File: config.mk
export PLATFORM = sky130hd
export DESIGN_NAME = rv64im_instruction_decode
export DESIGN_NICKNAME = d
export VERILOG_FILES = /design/src/sv/rv64dec_pkg.sv /design/src/sv/rv64im_instruction_decode.sv
export SDC_FILE = /design/constraint.sdc
export NUM_CORES = 2
export LEC_CHECK = 0
export BUFFER_PORTS_ARGS = -buffer_cell sky130_fd_sc_hd__buf_2
export CORE_MARGIN = 4
export CORE_UTILIZATION = 35
export CTS_CLUSTER_DIAMETER = 200
export DETAILED_ROUTE_END_ITERATION = 8
export PLACE_DENSITY_LB_ADDON = 0.1
export SYNTH_ARGS = -nofsm -noshare
export SYNTH_HDL_FRONTEND = slang
export SYNTH_SLANG_ARGS = --single-unit
File: constraint.sdc
create_clock -name clock -period 37.5 [get_ports clock]
set_input_delay 7.5 -clock clock [delete_from_list [all_inputs] [get_ports clock]]
set_output_delay 7.5 -clock clock [all_outputs]
set_load 0.1 [all_outputs]
File: src/sv/rv64dec_pkg.sv
// Shared constants for the RV64IM decode stage: encodings, operation codes and register-file size.
package rv64dec_pkg;

   localparam int NUM_REGS  = 32;
   localparam int REG_IDX_W = $clog2(NUM_REGS);

   localparam int XLEN   = 64;
   localparam int PC_W   = 62;
   localparam int INSN_W = 32;
   localparam int REG_W  = 5;

   // Item kinds on the request channel
   localparam logic KIND_DECODE = 1'b0;
   localparam logic KIND_WRITE  = 1'b1;

   // Major opcodes
   localparam logic [6:0] OPC_OP     = 7'h33;
   localparam logic [6:0] OPC_OP_32  = 7'h3B;
   localparam logic [6:0] OPC_OP_IMM = 7'h13;
   localparam logic [6:0] OPC_IMM_32 = 7'h1B;
   localparam logic [6:0] OPC_LOAD   = 7'h03;
   localparam logic [6:0] OPC_STORE  = 7'h23;
   localparam logic [6:0] OPC_BRANCH = 7'h63;
   localparam logic [6:0] OPC_JAL    = 7'h6F;
   localparam logic [6:0] OPC_JALR   = 7'h67;
   localparam logic [6:0] OPC_AUIPC  = 7'h17;
   localparam logic [6:0] OPC_LUI    = 7'h37;
   localparam logic [6:0] OPC_SYSTEM = 7'h73;

   // funct7 groups
   localparam logic [6:0] F7_BASE   = 7'h00;
   localparam logic [6:0] F7_MULDIV = 7'h01;
   localparam logic [6:0] F7_ALT    = 7'h20;
   localparam logic [5:0] F6_SRA    = 6'h10;

   // funct3 values
   localparam logic [2:0] F3_0 = 3'd0;
   localparam logic [2:0] F3_1 = 3'd1;
   localparam logic [2:0] F3_2 = 3'd2;
   localparam logic [2:0] F3_3 = 3'd3;
   localparam logic [2:0] F3_4 = 3'd4;
   localparam logic [2:0] F3_5 = 3'd5;
   localparam logic [2:0] F3_6 = 3'd6;
   localparam logic [2:0] F3_7 = 3'd7;

   localparam logic [11:0] IMM_ECALL  = 12'd0;
   localparam logic [11:0] IMM_EBREAK = 12'd1;

   localparam logic [REG_W-1:0] ECALL_A_REG = 5'd10;
   localparam logic [REG_W-1:0] ECALL_B_REG = 5'd11;

   // ALU codes
   localparam logic [4:0] EXE_NONE   = 5'd0;
   localparam logic [4:0] EXE_ADD    = 5'd1;
   localparam logic [4:0] EXE_MUL    = 5'd2;
   localparam logic [4:0] EXE_SUB    = 5'd3;
   localparam logic [4:0] EXE_SLL    = 5'd4;
   localparam logic [4:0] EXE_MULH   = 5'd5;
   localparam logic [4:0] EXE_MULHSU = 5'd6;
   localparam logic [4:0] EXE_MULHU  = 5'd7;
   localparam logic [4:0] EXE_SLT    = 5'd8;
   localparam logic [4:0] EXE_SLTU   = 5'd9;
   localparam logic [4:0] EXE_XOR    = 5'd10;
   localparam logic [4:0] EXE_DIV    = 5'd11;
   localparam logic [4:0] EXE_DIVU   = 5'd12;
   localparam logic [4:0] EXE_SRL    = 5'd13;
   localparam logic [4:0] EXE_SRA    = 5'd14;
   localparam logic [4:0] EXE_OR     = 5'd15;
   localparam logic [4:0] EXE_REM    = 5'd16;
   localparam logic [4:0] EXE_REMU   = 5'd17;
   localparam logic [4:0] EXE_AND    = 5'd18;
   localparam logic [4:0] EXE_ADDW   = 5'd19;
   localparam logic [4:0] EXE_SUBW   = 5'd20;
   localparam logic [4:0] EXE_SLLW   = 5'd21;
   localparam logic [4:0] EXE_SRLW   = 5'd22;
   localparam logic [4:0] EXE_SRAW   = 5'd23;
   localparam logic [4:0] EXE_MULW   = 5'd24;
   localparam logic [4:0] EXE_DIVW   = 5'd25;
   localparam logic [4:0] EXE_REMW   = 5'd26;
   localparam logic [4:0] EXE_REMUW  = 5'd27;

   // Branch codes
   localparam logic [3:0] BR_NONE = 4'd0;
   localparam logic [3:0] BR_BEQ  = 4'd1;
   localparam logic [3:0] BR_BNE  = 4'd2;
   localparam logic [3:0] BR_BLT  = 4'd3;
   localparam logic [3:0] BR_BGE  = 4'd4;
   localparam logic [3:0] BR_BLTU = 4'd5;
   localparam logic [3:0] BR_BGEU = 4'd6;
   localparam logic [3:0] BR_JAL  = 4'd7;
   localparam logic [3:0] BR_JALR = 4'd8;

   // Memory codes: loads from MEM_LOAD_BASE, stores from MEM_STORE_BASE
   localparam logic [3:0] MEM_NONE       = 4'd0;
   localparam logic [3:0] MEM_LOAD_BASE  = 4'd1;
   localparam logic [3:0] MEM_STORE_BASE = 4'd8;

   // Status codes
   localparam logic [1:0] ST_NORMAL  = 2'd0;
   localparam logic [1:0] ST_ECALL   = 2'd1;
   localparam logic [1:0] ST_ILLEGAL = 2'd2;

endpackage

File: src/sv/rv64im_instruction_decode.sv
// RV64IM decode stage with its register file, input stage and registered result.
//
// Request channel (req_*): a word is either a decode (req_kind low) carrying an
// instruction and a word-indexed PC, or a register write (req_kind high) that
// loads req_write_value into entry req_write_index. Writes to entry zero are
// dropped, so it always reads zero. A write yields no result word.
// Result channel (rsp_*): one word per decode, in request order.
// A decode is registered in the input stage at its accept edge and then in the result register.
// Throughput: one word per cycle while req_stall is low. The register file has two
// read ports sampled at the accept edge, followed by one decode stage and the result
// register; a write accepted at one edge is seen by a decode accepted at the next.
// Stall: while rsp_stall holds a result, the decode stage fills behind it and
// req_stall rises only once both stages are occupied.
// Reset: clears the valid flags of both stages and all register-file entry
// flags; every entry then reads zero until written.
module rv64im_instruction_decode
   import rv64dec_pkg::*;
(
   input  logic                clock,
   input  logic                reset,

   input  logic                req_valid,
   output logic                req_stall,
   input  logic                req_kind,
   input  logic [INSN_W-1:0]   req_instruction,
   input  logic [PC_W-1:0]     req_pc,
   input  logic [REG_W-1:0]    req_write_index,
   input  logic [XLEN-1:0]     req_write_value,

   output logic                rsp_valid,
   input  logic                rsp_stall,
   output logic [REG_W-1:0]    rsp_dest_reg,
   output logic                rsp_reg_write,
   output logic [4:0]          rsp_alu_op,
   output logic [3:0]          rsp_branch_op,
   output logic [3:0]          rsp_mem_op,
   output logic [XLEN-1:0]     rsp_operand_a,
   output logic [XLEN-1:0]     rsp_operand_b,
   output logic [XLEN-1:0]     rsp_result_value,
   output logic [XLEN-1:0]     rsp_store_data,
   output logic [PC_W-1:0]     rsp_next_pc,
   output logic [1:0]          rsp_status,
   output logic [11:0]         rsp_source_regs
);

   // ---------------------------------------------------------------- handshake
   logic s1_valid_ff;
   logic rsp_valid_ff;
   logic s2_free;
   logic req_accept;
   logic dec_accept;
   logic wr_accept;

   assign s2_free    = !rsp_valid_ff || !rsp_stall;
   assign req_stall  = s1_valid_ff && !s2_free;
   assign req_accept = req_valid && !req_stall;
   assign dec_accept = req_accept && (req_kind == KIND_DECODE);
   assign wr_accept  = req_accept && (req_kind == KIND_WRITE);

   // ---------------------------------------------------------------- register file
   logic [XLEN-1:0] rf_ff [NUM_REGS];
   logic [NUM_REGS-1:0] rf_valid_ff;
   logic wr_in_range;
   logic wr_enable;

   assign wr_in_range = ({1'b0, req_write_index} < (REG_W + 1)'(NUM_REGS));
   assign wr_enable   = wr_accept && wr_in_range && (req_write_index != '0);

   always_ff @(posedge clock) begin
      if (wr_enable) begin
         rf_ff[req_write_index[REG_IDX_W-1:0]] <= req_write_value;
      end
   end

   always_ff @(posedge clock) begin
      if (reset) begin
         rf_valid_ff <= '0;
      end else if (wr_enable) begin
         rf_valid_ff[req_write_index[REG_IDX_W-1:0]] <= 1'b1;
      end
   end

   // ecall reads a0/a1 instead of the rs fields
   logic            req_is_ecall;
   logic [REG_W-1:0] rd_addr_a;
   logic [REG_W-1:0] rd_addr_b;
   logic            rd_range_a;
   logic            rd_range_b;

   assign req_is_ecall = (req_instruction[6:0] == OPC_SYSTEM)
                      && (req_instruction[14:12] == F3_0)
                      && (req_instruction[31:20] == IMM_ECALL);
   assign rd_addr_a  = req_is_ecall ? ECALL_A_REG : req_instruction[19:15];
   assign rd_addr_b  = req_is_ecall ? ECALL_B_REG : req_instruction[24:20];
   assign rd_range_a = ({1'b0, rd_addr_a} < (REG_W + 1)'(NUM_REGS));
   assign rd_range_b = ({1'b0, rd_addr_b} < (REG_W + 1)'(NUM_REGS));

   // ---------------------------------------------------------------- stage 1
   logic [INSN_W-1:0] s1_ins_ff;
   logic [PC_W-1:0]   s1_pc_ff;
   logic [XLEN-1:0]   s1_ra_ff;
   logic [XLEN-1:0]   s1_rb_ff;
   logic              s1_ra_ok_ff;
   logic              s1_rb_ok_ff;

   always_ff @(posedge clock) begin
      if (reset) begin
         s1_valid_ff <= 1'b0;
      end else if (!req_stall) begin
         s1_valid_ff <= dec_accept;
      end
   end

   always_ff @(posedge clock) begin
      if (dec_accept) begin
         s1_ins_ff   <= req_instruction;
         s1_pc_ff    <= req_pc;
         s1_ra_ff    <= rf_ff[rd_addr_a[REG_IDX_W-1:0]];
         s1_rb_ff    <= rf_ff[rd_addr_b[REG_IDX_W-1:0]];
         s1_ra_ok_ff <= rd_range_a && rf_valid_ff[rd_addr_a[REG_IDX_W-1:0]];
         s1_rb_ok_ff <= rd_range_b && rf_valid_ff[rd_addr_b[REG_IDX_W-1:0]];
      end
   end

   // ---------------------------------------------------------------- decode
   logic [6:0]       opc;
   logic [REG_W-1:0] rd;
   logic [2:0]       f3;
   logic [REG_W-1:0] r1;
   logic [REG_W-1:0] r2;
   logic [6:0]       f7;
   logic [XLEN-1:0]  ra;
   logic [XLEN-1:0]  rb;
   logic [XLEN-1:0]  imm_i;
   logic [XLEN-1:0]  imm_s;
   logic [XLEN-1:0]  imm_u;
   logic [PC_W-1:0]  br_target;
   logic [PC_W-1:0]  jal_target;
   logic [XLEN-1:0]  jalr_sum;
   logic [XLEN-1:0]  link_addr;
   logic [XLEN-1:0]  auipc_val;

   assign opc = s1_ins_ff[6:0];
   assign rd  = s1_ins_ff[11:7];
   assign f3  = s1_ins_ff[14:12];
   assign r1  = s1_ins_ff[19:15];
   assign r2  = s1_ins_ff[24:20];
   assign f7  = s1_ins_ff[31:25];
   assign ra  = s1_ra_ok_ff ? s1_ra_ff : '0;
   assign rb  = s1_rb_ok_ff ? s1_rb_ff : '0;

   assign imm_i = {{52{s1_ins_ff[31]}}, s1_ins_ff[31:20]};
   assign imm_s = {{52{s1_ins_ff[31]}}, s1_ins_ff[31:25], s1_ins_ff[11:7]};
   assign imm_u = {{32{s1_ins_ff[31]}}, s1_ins_ff[31:12], 12'b0};

   // branch and jal offsets are already in words
   assign br_target  = s1_pc_ff + {{51{s1_ins_ff[31]}}, s1_ins_ff[31], s1_ins_ff[7],
                                   s1_ins_ff[30:25], s1_ins_ff[11:9]};
   assign jal_target = s1_pc_ff + {{43{s1_ins_ff[31]}}, s1_ins_ff[31], s1_ins_ff[19:12],
                                   s1_ins_ff[20], s1_ins_ff[30:22]};
   assign jalr_sum   = ra + imm_i;
   assign link_addr  = {s1_pc_ff + PC_W'(1), 2'b00};
   assign auipc_val  = {s1_pc_ff, 2'b00} + imm_u;

   logic             wr_in;
   logic [4:0]       alu_in;
   logic [3:0]       br_in;
   logic [3:0]       mem_in;
   logic [1:0]       st_in;
   logic [XLEN-1:0]  a_in;
   logic [XLEN-1:0]  b_in;
   logic [XLEN-1:0]  res_in;
   logic [XLEN-1:0]  sd_in;
   logic [PC_W-1:0]  npc_in;
   logic [REG_W-1:0] s1n_in;
   logic [REG_W-1:0] s2n_in;
   logic             u1_in;
   logic             u2_in;

   always_comb begin
      wr_in  = 1'b0;
      alu_in = EXE_NONE;
      br_in  = BR_NONE;
      mem_in = MEM_NONE;
      st_in  = ST_NORMAL;
      a_in   = '0;
      b_in   = '0;
      res_in = '0;
      sd_in  = '0;
      npc_in = '0;
      s1n_in = '0;
      s2n_in = '0;
      u1_in  = 1'b0;
      u2_in  = 1'b0;

      case (opc)
         OPC_OP, OPC_OP_32: begin
            s1n_in = r1; s2n_in = r2; u1_in = 1'b1; u2_in = 1'b1;
            a_in = ra; b_in = rb; wr_in = 1'b1;
            if (opc == OPC_OP) begin
               case ({f7, f3})
                  {F7_BASE, F3_0}:   alu_in = EXE_ADD;
                  {F7_MULDIV, F3_0}: alu_in = EXE_MUL;
                  {F7_ALT, F3_0}:    alu_in = EXE_SUB;
                  {F7_BASE, F3_1}:   alu_in = EXE_SLL;
                  {F7_MULDIV, F3_1}: alu_in = EXE_MULH;
                  {F7_MULDIV, F3_2}: alu_in = EXE_MULHSU;
                  {F7_MULDIV, F3_3}: alu_in = EXE_MULHU;
                  {F7_BASE, F3_2}:   alu_in = EXE_SLT;
                  {F7_BASE, F3_3}:   alu_in = EXE_SLTU;
                  {F7_BASE, F3_4}:   alu_in = EXE_XOR;
                  {F7_MULDIV, F3_4}: alu_in = EXE_DIV;
                  {F7_MULDIV, F3_5}: alu_in = EXE_DIVU;
                  {F7_BASE, F3_5}:   alu_in = EXE_SRL;
                  {F7_ALT, F3_5}:    alu_in = EXE_SRA;
                  {F7_BASE, F3_6}:   alu_in = EXE_OR;
                  {F7_MULDIV, F3_6}: alu_in = EXE_REM;
                  {F7_MULDIV, F3_7}: alu_in = EXE_REMU;
                  {F7_BASE, F3_7}:   alu_in = EXE_AND;
                  default:           alu_in = EXE_NONE;
               endcase
            end else begin
               case ({f7, f3})
                  {F7_BASE, F3_0}:   alu_in = EXE_ADDW;
                  {F7_ALT, F3_0}:    alu_in = EXE_SUBW;
                  {F7_BASE, F3_1}:   alu_in = EXE_SLLW;
                  {F7_BASE, F3_5}:   alu_in = EXE_SRLW;
                  {F7_ALT, F3_5}:    alu_in = EXE_SRAW;
                  {F7_MULDIV, F3_0}: alu_in = EXE_MULW;
                  {F7_MULDIV, F3_4}: alu_in = EXE_DIVW;
                  {F7_MULDIV, F3_6}: alu_in = EXE_REMW;
                  {F7_MULDIV, F3_7}: alu_in = EXE_REMUW;
                  default:           alu_in = EXE_NONE;
               endcase
            end
            if (alu_in == EXE_NONE) st_in = ST_ILLEGAL;
         end
         OPC_OP_IMM: begin
            s1n_in = r1; u1_in = 1'b1; a_in = ra; wr_in = 1'b1;
            if (f3 inside {F3_1, F3_5}) begin
               b_in = {58'b0, s1_ins_ff[25:20]};
               if (s1_ins_ff[31:26] == 6'b0) begin
                  alu_in = (f3 == F3_1) ? EXE_SLL : EXE_SRL;
               end else if (f3 == F3_5 && s1_ins_ff[31:26] == F6_SRA) begin
                  alu_in = EXE_SRA;
               end else begin
                  st_in = ST_ILLEGAL;
                  b_in  = '0;
               end
            end else begin
               b_in = imm_i;
               case (f3)
                  F3_0:    alu_in = EXE_ADD;
                  F3_2:    alu_in = EXE_SLT;
                  F3_3:    alu_in = EXE_SLTU;
                  F3_4:    alu_in = EXE_XOR;
                  F3_6:    alu_in = EXE_OR;
                  F3_7:    alu_in = EXE_AND;
                  default: alu_in = EXE_NONE;
               endcase
            end
         end
         OPC_IMM_32: begin
            s1n_in = r1; u1_in = 1'b1; a_in = ra; wr_in = 1'b1;
            if (f3 == F3_0) begin
               alu_in = EXE_ADDW; b_in = imm_i;
            end else if (f3 == F3_1 && f7 == F7_BASE) begin
               alu_in = EXE_SLLW; b_in = {59'b0, r2};
            end else if (f3 == F3_5 && f7 == F7_BASE) begin
               alu_in = EXE_SRLW; b_in = {59'b0, r2};
            end else if (f3 == F3_5 && f7 == F7_ALT) begin
               alu_in = EXE_SRAW; b_in = {59'b0, r2};
            end else begin
               st_in = ST_ILLEGAL;
            end
         end
         OPC_LOAD: begin
            s1n_in = r1; u1_in = 1'b1; alu_in = EXE_ADD; wr_in = 1'b1;
            a_in = ra; b_in = imm_i;
            if (f3 == F3_7) st_in = ST_ILLEGAL;
            else            mem_in = MEM_LOAD_BASE + {1'b0, f3};
         end
         OPC_STORE: begin
            s1n_in = r1; s2n_in = r2; u1_in = 1'b1; u2_in = 1'b1; alu_in = EXE_ADD;
            a_in = ra; b_in = imm_s; sd_in = rb;
            if (f3 > F3_3) st_in = ST_ILLEGAL;
            else           mem_in = MEM_STORE_BASE + {1'b0, f3};
         end
         OPC_BRANCH: begin
            s1n_in = r1; s2n_in = r2; u1_in = 1'b1; u2_in = 1'b1;
            a_in = ra; b_in = rb; npc_in = br_target;
            case (f3)
               F3_0:    br_in = BR_BEQ;
               F3_1:    br_in = BR_BNE;
               F3_4:    br_in = BR_BLT;
               F3_5:    br_in = BR_BGE;
               F3_6:    br_in = BR_BLTU;
               F3_7:    br_in = BR_BGEU;
               default: br_in = BR_NONE;
            endcase
            if (br_in == BR_NONE) st_in = ST_ILLEGAL;
         end
         OPC_JAL: begin
            npc_in = jal_target; br_in = BR_JAL; wr_in = 1'b1; res_in = link_addr;
         end
         OPC_JALR: begin
            s1n_in = r1; u1_in = 1'b1;
            if (f3 != F3_0) begin
               st_in = ST_ILLEGAL;
            end else begin
               npc_in = jalr_sum[XLEN-1:2];
               br_in  = BR_JALR; wr_in = 1'b1; res_in = link_addr;
            end
         end
         OPC_AUIPC: begin
            wr_in = 1'b1; res_in = auipc_val;
         end
         OPC_LUI: begin
            wr_in = 1'b1; res_in = imm_u;
         end
         OPC_SYSTEM: begin
            // ebreak and csr forms fall through as no-ops
            if (f3 == F3_0) begin
               if (s1_ins_ff[31:20] == IMM_ECALL) begin
                  s1n_in = ECALL_A_REG; s2n_in = ECALL_B_REG;
                  u1_in = 1'b1; u2_in = 1'b1;
                  a_in = ra; b_in = rb; st_in = ST_ECALL;
               end else if (s1_ins_ff[31:20] != IMM_EBREAK) begin
                  st_in = ST_ILLEGAL;
               end
            end else if (f3 == F3_4) begin
               st_in = ST_ILLEGAL;
            end
         end
         default: st_in = ST_ILLEGAL;
      endcase
   end

   // ---------------------------------------------------------------- result register
   logic [REG_W-1:0] rsp_dest_reg_ff;
   logic             rsp_reg_write_ff;
   logic [4:0]       rsp_alu_op_ff;
   logic [3:0]       rsp_branch_op_ff;
   logic [3:0]       rsp_mem_op_ff;
   logic [XLEN-1:0]  rsp_operand_a_ff;
   logic [XLEN-1:0]  rsp_operand_b_ff;
   logic [XLEN-1:0]  rsp_result_value_ff;
   logic [XLEN-1:0]  rsp_store_data_ff;
   logic [PC_W-1:0]  rsp_next_pc_ff;
   logic [1:0]       rsp_status_ff;
   logic [11:0]      rsp_source_regs_ff;

   always_ff @(posedge clock) begin
      if (reset) begin
         rsp_valid_ff <= 1'b0;
      end else if (s2_free) begin
         rsp_valid_ff <= s1_valid_ff;
      end
   end

   always_ff @(posedge clock) begin
      if (s1_valid_ff && s2_free) begin
         rsp_dest_reg_ff     <= rd;
         rsp_reg_write_ff    <= wr_in;
         rsp_alu_op_ff       <= alu_in;
         rsp_branch_op_ff    <= br_in;
         rsp_mem_op_ff       <= mem_in;
         rsp_operand_a_ff    <= a_in;
         rsp_operand_b_ff    <= b_in;
         rsp_result_value_ff <= res_in;
         rsp_store_data_ff   <= sd_in;
         rsp_next_pc_ff      <= npc_in;
         rsp_status_ff       <= st_in;
         rsp_source_regs_ff  <= {u2_in, u1_in, s2n_in, s1n_in};
      end
   end

   assign rsp_valid        = rsp_valid_ff;
   assign rsp_dest_reg     = rsp_dest_reg_ff;
   assign rsp_reg_write    = rsp_reg_write_ff;
   assign rsp_alu_op       = rsp_alu_op_ff;
   assign rsp_branch_op    = rsp_branch_op_ff;
   assign rsp_mem_op       = rsp_mem_op_ff;
   assign rsp_operand_a    = rsp_operand_a_ff;
   assign rsp_operand_b    = rsp_operand_b_ff;
   assign rsp_result_value = rsp_result_value_ff;
   assign rsp_store_data   = rsp_store_data_ff;
   assign rsp_next_pc      = rsp_next_pc_ff;
   assign rsp_status       = rsp_status_ff;
   assign rsp_source_regs  = rsp_source_regs_ff;

   // ---------------------------------------------------------------- assertions
   // entry zero never becomes readable
   a_reg_zero: assert property (@(posedge clock) disable iff (reset)
      !rf_valid_ff[0])
      else $error("register zero marked as written");

   // a decode blocked by a stalled result stays in the decode stage
   a_s1_hold: assert property (@(posedge clock) disable iff (reset)
      s1_valid_ff && rsp_valid_ff && rsp_stall |=> s1_valid_ff)
      else $error("decode word lost behind a stalled result");

   a_ecall_srcs: assert property (@(posedge clock) disable iff (reset)
      rsp_valid && rsp_status == ST_ECALL |->
         rsp_source_regs == {1'b1, 1'b1, ECALL_B_REG, ECALL_A_REG})
      else $error("ecall word without a0/a1 sources");

   a_mem_add: assert property (@(posedge clock) disable iff (reset)
      rsp_valid && rsp_mem_op != MEM_NONE |-> rsp_alu_op == EXE_ADD)
      else $error("memory access without address add");

   a_jal_link: assert property (@(posedge clock) disable iff (reset)
      rsp_valid && rsp_branch_op == BR_JAL |-> rsp_reg_write && rsp_source_regs == '0)
      else $error("jal word with wrong write enable or sources");

endmodule
==> impl_results.md <==
- # rows: 223
- Hold path start: rf_valid_ff[0]
- Cells after Synth: 10664
- DR pass1 iterations: 6
- # clock sinks: 2655
- Htree depth: 5
- Fmax: 0.06189 GHz
- DRT iter0 DRCs: 11982
- Ys Warns: 0
- Root Driver: clkbuf_16
- Pleak: 51.00 nW
- Drt via density: 6.135
- Clock buffer depth: 4
- Slowest stage cell, crit path: buf_2
- Crit start category: input pin
- Core area: 368900 um2
- CP bufs+invs: 3
- CP most frequent cell: buf_2
- CP endpoint kind: output port
- Critical Path RT: 30000 ps
- Total gr overflow: 0
- Post-Place Cells: 15598
- Area of the mapped netlist: 129500 um2
- CTS Hold Bufs: 0
- Mean post-synth cell area: 12.15 um2
- CTS tree: done
- Crit path arrival time: 8660 ps
- FF-to-FF Start: s1_ins_ff[5]
- Most common cell after layout, fill and taps aside: edfxtp_1
- CTS resizes: 0
- Sequential-to-total area share from yosys stat: 0.6129
- Worst-Margin Slew: 1434 ps
- Critical path type: input pin to output port
- Post-Synth Adder-Cell Area: 0.01526
- Max cap viols: 0
- Io pins: 521
- Layout area overhead: 14.04%
- Setup TNS: 0 ps
- #FFs+latches synth: 2655
- Maximum fanout along the worst path: 3
- Top delay family on crit path: buffers and inverters
- Cell depth of the worst setup path: 4
- DP Area: 137800 um2
- Fin. max-slew vios: 0
- Final setup viols: 0
- Initial Util: 0.3512
- CP Cell Sequence: buf_2 > nand3_1 > inv_1 > buf_2
- Number of antenna violations at the first check in global routing: 113
- Antenna viol nets, final: 0
- Die extent in x: 616.3 um
- Most frequent cells in the layout: edfxtp_1 (2621), nand2_1 (1671), nand3_1 (901), a21oi_1 (562), buf_2 (513)
- Worst Hold Depth: 1
- Critical Path Start: rsp_stall
- Clk slew on worst S/H paths: 60 ps
- Number of synthesized flops with an enable pin: 2621
- Total Nets Final: 11287
- GRT Overall Usage: 0.2861
- CP peak stage delay: 450 ps
- First-pass GRT wire length: 774.4 mm
- Total CTS buffers: 313
- Post-route insts no fill: 16192
- Final wirelength: 566.2 mm
- Placer Congestion: 0.8941
- Layout fillers: 34894
- Max VDD drop: 0.03505 mV
- Cell taking the most area after synthesis: edfxtp_1
- Simple-gate share of the synthesized area: 0.1273
- Top cells by area, synth: edfxtp_1 (61%), mux4_2 (5.1%), nand2_1 (4.9%), nand3_1 (3.5%), a21oi_1 (2.2%)
- RSZ-0062 raised after global routing: false
- Tcrit/Tclk final: 0.4309
- Synth unique cells: 94
- Post-synth top area share: 0.6076
- Synth Area in XOR/XNOR: 0.01413
- Largest net degree at the start of global routing: 138
- Fin. Hold Viols: 0
- Multi-input logic area: 47250 um2
- Power Density: 47.63 nW/um2
- DIE AREA: 379900 um2
- DRC violations left: 0
- Status: finished clean
- FF-to-FF path depth: 16
- Seq. cell area: 79390 um2
- Main flop type after synthesis: edfxtp_1
- Post-synthesis compound-gate area fraction: 0.1171
- Vias in the first global route: 97003
- Die height: 616.3 um
- Period minus WS final: 16160 ps
- WL/cell: 34.97 um
- Min-delay worst type: register to register
- Via Count: 99331
- Largest family of logic cells by synthesized area: simple AND/OR/NAND/NOR gates
- Layout cells sized above 1: 0.1622
- Setup Skew: 52.61 ps
- Skew-Pair Late Insertion Delay: 950 ps
- Total power: 0.007036 W
- Post-synthesis mux area share: 0.08554
- Design area: 147700 um2
- Slew HR: 0.04379
- Async SR Flop Fraction: 0
- Max FFs per register: 2048
- # port buffers: 518
- Postcts setup bufs: 0
- Final HPWL DP: 342.0 mm
## cells by family (layout without fill, tap and decap cells)
kind of cell | after synthesis | after routing
other cells | 1 | 106
simple gates | 3703 | 3703
xor+xnor | 209 | 209
buf+inv | 900 | 1373
compound gates | 2326 | 2326
mux | 713 | 713
fa+ha+maj | 157 | 157
flops | 2655 | 2655
## cell usage after synthesis (all sizes together) (108+ instances only)
master	n
a21oi	565
a221oi	155
buf	247
clkbuf	600
edfxtp	2621
ha	154
mux2	201
mux2i	217
mux4	295
nand2	1682
nand3	902
nor2	486
nor3	203
o21ai	500
o221ai	219
o22ai	286
xor2	108
## per-layer routing
metal,vias to the layer above,track usage,share of wire
met5,-,0,0.00081
met3,1077,0.07301,0.094
met2,5098,0.4551,0.46
met1,51308,0.3724,0.40
li1,41780,-,-
met4,68,0.1168,0.044
## cell type report
cell class | count | share of cell area
multi-input cells | 7174 | 0.3199
repair buffers | 766 | 0.03242
clock inverters | 177 | 0.01058
flip-flops and latches | 2655 | 0.5375
clock buffers | 377 | 0.05565
diodes | 40 | 0.0006777
well taps | 4950 | 0.04193
inverters | 53 | 0.001398
## through the flow
stage | worst slack, ps | hold WS (ps) | utilization
2_1_floorplan | 3330 | 426.2 | -
3_3_place_gp | 21330 | 465.0 | 0.3736
3_5_place_dp | 21340 | 474.2 | 0.3736
4_1_cts | 21340 | 482.7 | 0.4002
5_1_grt | 21300 | 498.1 | 0.4002
6_report | 21340 | 486.3 | 0.4004
## power by group
| group | leakage (nW) | internal [W] | switching, W |
|---|---|---|---|
| clock network | 4.81 | 0.00171 | 0.00128 |
| registers | 24.7 | 0.00330 | 0.0000487 |
| logic | 21.5 | 0.000201 | 0.000492 |
## worst paths after layout
| path | endpoint | slack (ps) |
|---|---|---|
| setup / recovery | req_stall | 21340 |
| hold reg to reg | rf_valid_ff[0] | 490 |
| setup reg to reg | rsp_next_pc[51] | 30870 |
| hold / removal | rf_valid_ff[0] | 490 |
## worst reg2reg max path, stage by stage (launching register included)
cell and delay [ps]:
edfxtp_1 660, nand2_1 230, nor2_1 560, and3_1 820, nand2_1 130, nand2_1 90, ha_1 200, nand3_1 110
a31oi_1 340, nor3_1 130, nor4_1 830, o31a_1 430, a2bb2oi_1 720, a21oi_1 330, o21ai_0 340, xnor2_1 220
o22ai_1 190
No activity file was read; power rests on OpenSTA's default activity.
